$ cat src/rtl/core/assert_macros.svh
// Assertion macros shared by the delay line RTL
`ifndef ASSERT_MACROS_SVH
`define ASSERT_MACROS_SVH

// property that must hold on every clock edge outside reset
`define ASSERT_HOLDS(label, expr, msg) \
    label: assert property (@(posedge aclk) disable iff (!aresetn) (expr)) else $error(msg);

// antecedent in one cycle implies consequent in the next
`define ASSERT_NEXT(label, ante, cons, msg) \
    label: assert property (@(posedge aclk) disable iff (!aresetn) (ante) |=> (cons)) \
        else $error(msg);

`endif

$ cat src/rtl/core/tcdl_pkg.sv
// Types, constants and helpers for the timestamped command delay line
package tcdl_pkg;

    localparam int HIST_DEPTH = 256;
    localparam int PTR_W      = $clog2(HIST_DEPTH);
    localparam int CNT_W      = $clog2(HIST_DEPTH + 1);

    localparam int VEL_W   = 32;
    localparam int TIME_W  = 32;
    localparam int DELAY_W = 24;
    localparam int OFF_W   = DELAY_W + 1;
    localparam int SUM_W   = TIME_W + 2;

    localparam int TOL_US         = 1;
    localparam int KEEP_MARGIN_US = 1000000;
    localparam int KEEP_OFF_ADD   = KEEP_MARGIN_US + TOL_US + 1;

    typedef logic [PTR_W-1:0] ptr_t;
    typedef logic [CNT_W-1:0] cnt_t;

    typedef struct packed {
        logic [TIME_W-1:0]       time_us;
        logic signed [VEL_W-1:0] linear;
        logic signed [VEL_W-1:0] angular;
    } entry_t;

    typedef struct packed {
        logic [TIME_W-1:0] entry_time;
        logic [OFF_W-1:0]  offset;
        logic [TIME_W-1:0] now;
    } cmp_req_t;

    function automatic ptr_t slot_add(ptr_t base, cnt_t k);
        logic [CNT_W:0] sum;
        sum = {{(CNT_W + 1 - PTR_W){1'b0}}, base} + {1'b0, k};
        if (sum >= (CNT_W + 1)'(HIST_DEPTH)) begin
            sum = sum - (CNT_W + 1)'(HIST_DEPTH);
        end
        return sum[PTR_W-1:0];
    endfunction

endpackage

$ cat src/rtl/core/tcdl_cmp.sv
// Shared time comparator: entry_time + offset <= now + tolerance
module tcdl_cmp (
    input  tcdl_pkg::cmp_req_t req,
    output logic               le
);
    import tcdl_pkg::*;

    logic [SUM_W-1:0] lhs;
    logic [SUM_W-1:0] rhs;

    assign lhs = SUM_W'(req.entry_time) + SUM_W'(req.offset);
    assign rhs = SUM_W'(req.now) + SUM_W'(TOL_US);
    assign le  = (lhs <= rhs);

endmodule

$ cat config.mk
export PLATFORM = sky130hd
export DESIGN_NAME = tcdl_cmp
export DESIGN_NICKNAME = d
export VERILOG_FILES = /design/src/rtl/core/assert_macros.svh /design/src/rtl/core/tcdl_pkg.sv /design/src/rtl/core/tcdl_cmp.sv
export SDC_FILE = /design/constraint.sdc
export NUM_CORES = 1
export LEC_CHECK = 0
export BUFFER_PORTS_ARGS = -buffer_cell sky130_fd_sc_hd__buf_2
export CAP_MARGIN = 20
export CELL_PAD_IN_SITES_DETAIL_PLACEMENT = 1
export CELL_PAD_IN_SITES_GLOBAL_PLACEMENT = 1
export CORE_MARGIN = 8
export CORE_UTILIZATION = 38
export DETAILED_ROUTE_END_ITERATION = 12
export GPL_ROUTABILITY_DRIVEN = 1
export PLACE_DENSITY = 0.92
export SYNTH_ARGS = -nofsm -noshare
export SYNTH_HDL_FRONTEND = slang
export SYNTH_SLANG_ARGS = --single-unit
$ cat constraint.sdc
create_clock -name vclk -period 5
set_clock_uncertainty 0.2 [all_clocks]
set_input_delay 0.5 -clock vclk [all_inputs]
set_output_delay 0.5 -clock vclk [all_outputs]
set_load 0.02 [all_outputs]
==> results.json <==
{
  "gp_congestion": 0.875,
  "fin_crit_sh_pct": 95.4,
  "cp-end-kind": "output port",
  "fp.coreArea_um2": 7180,
  "swShare_pct": 55.1,
  "p_leak_nw": 1.63,
  "pwr-share-comb_pct": 100.0,
  "endpoint": "le",
  "grt_max_degree": 9,
  "max_freq_mhz": 210,
  "tightest_slew_ps": 517,
  "grt_remaining_overflow": 0,
  "clkbuf_count": 0,
  "holdCritPathClass": "in2out",
  "ir_drop_v": 0.0000410,
  "cts.repair.resized": 0,
  "power_density_nw_per_um2": 119,
  "ys_seq_area_share_pct": 0,
  "critical_path_required_ps": 4300,
  "antenna_cells": 0,
  "internal_power_mw": 0.178,
  "synth_fp_nets": 535,
  "io_pins": 90,
  "post_cts_buffers": 0,
  "pwr-share-clk_pct": 0,
  "seq_power_share_pct": 0,
  "grt_pass1_wl_mm": 15.0,
  "drive_gt1_share_pct": 22.2,
  "layout_commonest_cell": "buf_2",
  "placedCellCount": 571,
  "vias_per_cell": 5.50,
  "yosysTopAreaCellShare_pct": 26.6,
  "final_hold_viol_count": 0,
  "rows": 31,
  "grtUsageTotal_pct": 17.1,
  "grt_pass1_vias": 3472,
  "fin_area_um2": 3330,
  "rsz0062_at_grt": "no",
  "antenna_found_initial": 0,
  "ys_types": 40,
  "wl_mm": 8.85,
  "nNetsFinal": 623,
  "switchingPower_mw": 0.218,
  "start_kind": "input port",
  "maxCapViolations": 0,
  "layout_common_cells": "buf_2 (90), ha_1 (59), a21oi_1 (42)",
  "post_dp_cell_area_um2": 3330,
  "drt_iter0_drc": 74,
  "flops_and_latches": 0,
  "syn_avg_cell_area_um2": 7.19,
  "status": "finished clean",
  "multi_input_area_um2": 2670,
  "fin_tns_setup_ps": 0,
  "stdcell_count": 571,
  "slew_violations": 0,
  "initial_core_util_pct": 38.7,
  "hpwl_mm": 8.06,
  "relSlewSlack_pct": 65.5,
  "syn-instance-count": 386,
  "die_y_um": 101,
  "drt-pass1-iter-count": 4,
  "die_w_um": 101,
  "num_vias": 3141,
  "regArea_um2": 0,
  "yosysWarnings": 0,
  "syn_to_final_growth_pct": 19.9,
  "die_area_um2": 10300,
  "num-fill-cells": 986,
  "setup_viol": 0,
  "hold_depth": 6,
  "drc_errors": 0,
  "drtAntennaViolNets": 0,
  "critPathArrivalTime_ps": 4070,
  "routedWlPerCell_um": 15.5,
  "crit_start": "req[32]",
  "path_max_fanout": 5,
  "synth_area_leaders": "ha_1 (27%), xnor2_1 (9.5%), xor2_1 (8.8%)",
  "critPathKind": "in2out",
  "portBuffers": 90,
  "min_period_ps": 4770,
  "cts_hold_buffers": 0,
  "synth_area_um2": 2770,
  "yosys.area.top_type": "ha_1"
}
-- cells in the mapped netlist, types with 2 or more instances --
cell / n
o31ai_1: 2
nor2b_1: 2
o21ai_1: 3
a21oi_1: 42
xor2_1: 28
nor3_1: 5
a211oi_1: 2
a21oi_2: 2
nand2_1: 36
nor4_1: 2
a211oi_2: 4
and2_1: 3
nor2_1: 27
o21bai_1: 6
buf_2: 3
inv_1: 22
and4_1: 2
nand3_1: 19
o21ai_0: 16
nor3_2: 3
xnor2_1: 30
nand2b_1: 3
and3_1: 8
a21o_1: 24
o21a_1: 2
nand4_1: 17
or3_1: 2
ha_1: 59
-- through the flow --
step | setup WS (ps) | hold WS [ps] | utilization [%] | power (mW)
detailed placement | 248 | 1440 | 46.3 | 0.395
global route | 4.97 | 1450 | 46.3 | 0.451
CTS | 227 | 1440 | 46.3 | 0.398
floorplan | 713 | 1310 | - | 0.276
finish | 228 | 1420 | 46.3 | 0.395
global placement | 386 | 1430 | 46.3 | 0.373
-- layer usage --
metal  GRT usage [%]  share of wire [%]  up-vias  wire, um
li1                -                  -     1583         -
met1            19.4                 42     1481      3690
met2            33.6                 52       69      4580
met3            2.13                5.6        8       497
met4            2.06               0.90        0        80
met5               0                  0        -         0
-- critical path, cell delays in order --
cell      delay [ps]
buf_2             80
ha_1             200
inv_1             70
fa_1             400
nand2b_1         190
a21oi_2          200
o21ai_2          140
a211oi_2         280
nor3_1           110
nor4_1           330
xor2_1           190
ha_1             270
a21o_1           190
a21o_1           170
a21oi_1          140
o221ai_1         130
a21oi_1          140
o21ai_0          100
o21ai_0           70
buf_2            190
-- layout make-up --
class / count / share of cell area (%)
multi-input cells: 360 / 80.2
well taps: 99 / 3.72
repair buffers: 90 / 13.5
inverters: 22 / 2.48
-- power by group through the flow --
stage / Combinational (mW) / Clock (mW) / Sequential [mW]
after CTS: 0.398 / 0 / 0
after detailed placement: 0.395 / 0 / 0
after global routing: 0.451 / 0 / 0
after global placement: 0.373 / 0 / 0
after floorplan: 0.276 / 0 / 0
final: 0.395 / 0 / 0
-- cell families after synthesis --
logic type,synth area share [%]
buf+inv,3.79
compound gates,26.7
fa+ha+maj,27.3
simple gates,23.8
xor+xnor,18.3
-- how the worst min path moves through the flow --
stage | start | to | slack (ps)
floorplan | req[0] | le | 1310
global placement | req[0] | le | 1430
detailed placement | req[0] | le | 1440
CTS | req[0] | le | 1440
global route | req[0] | le | 1450
finish | req[0] | le | 1420
(Power assumes the default switching activity.)
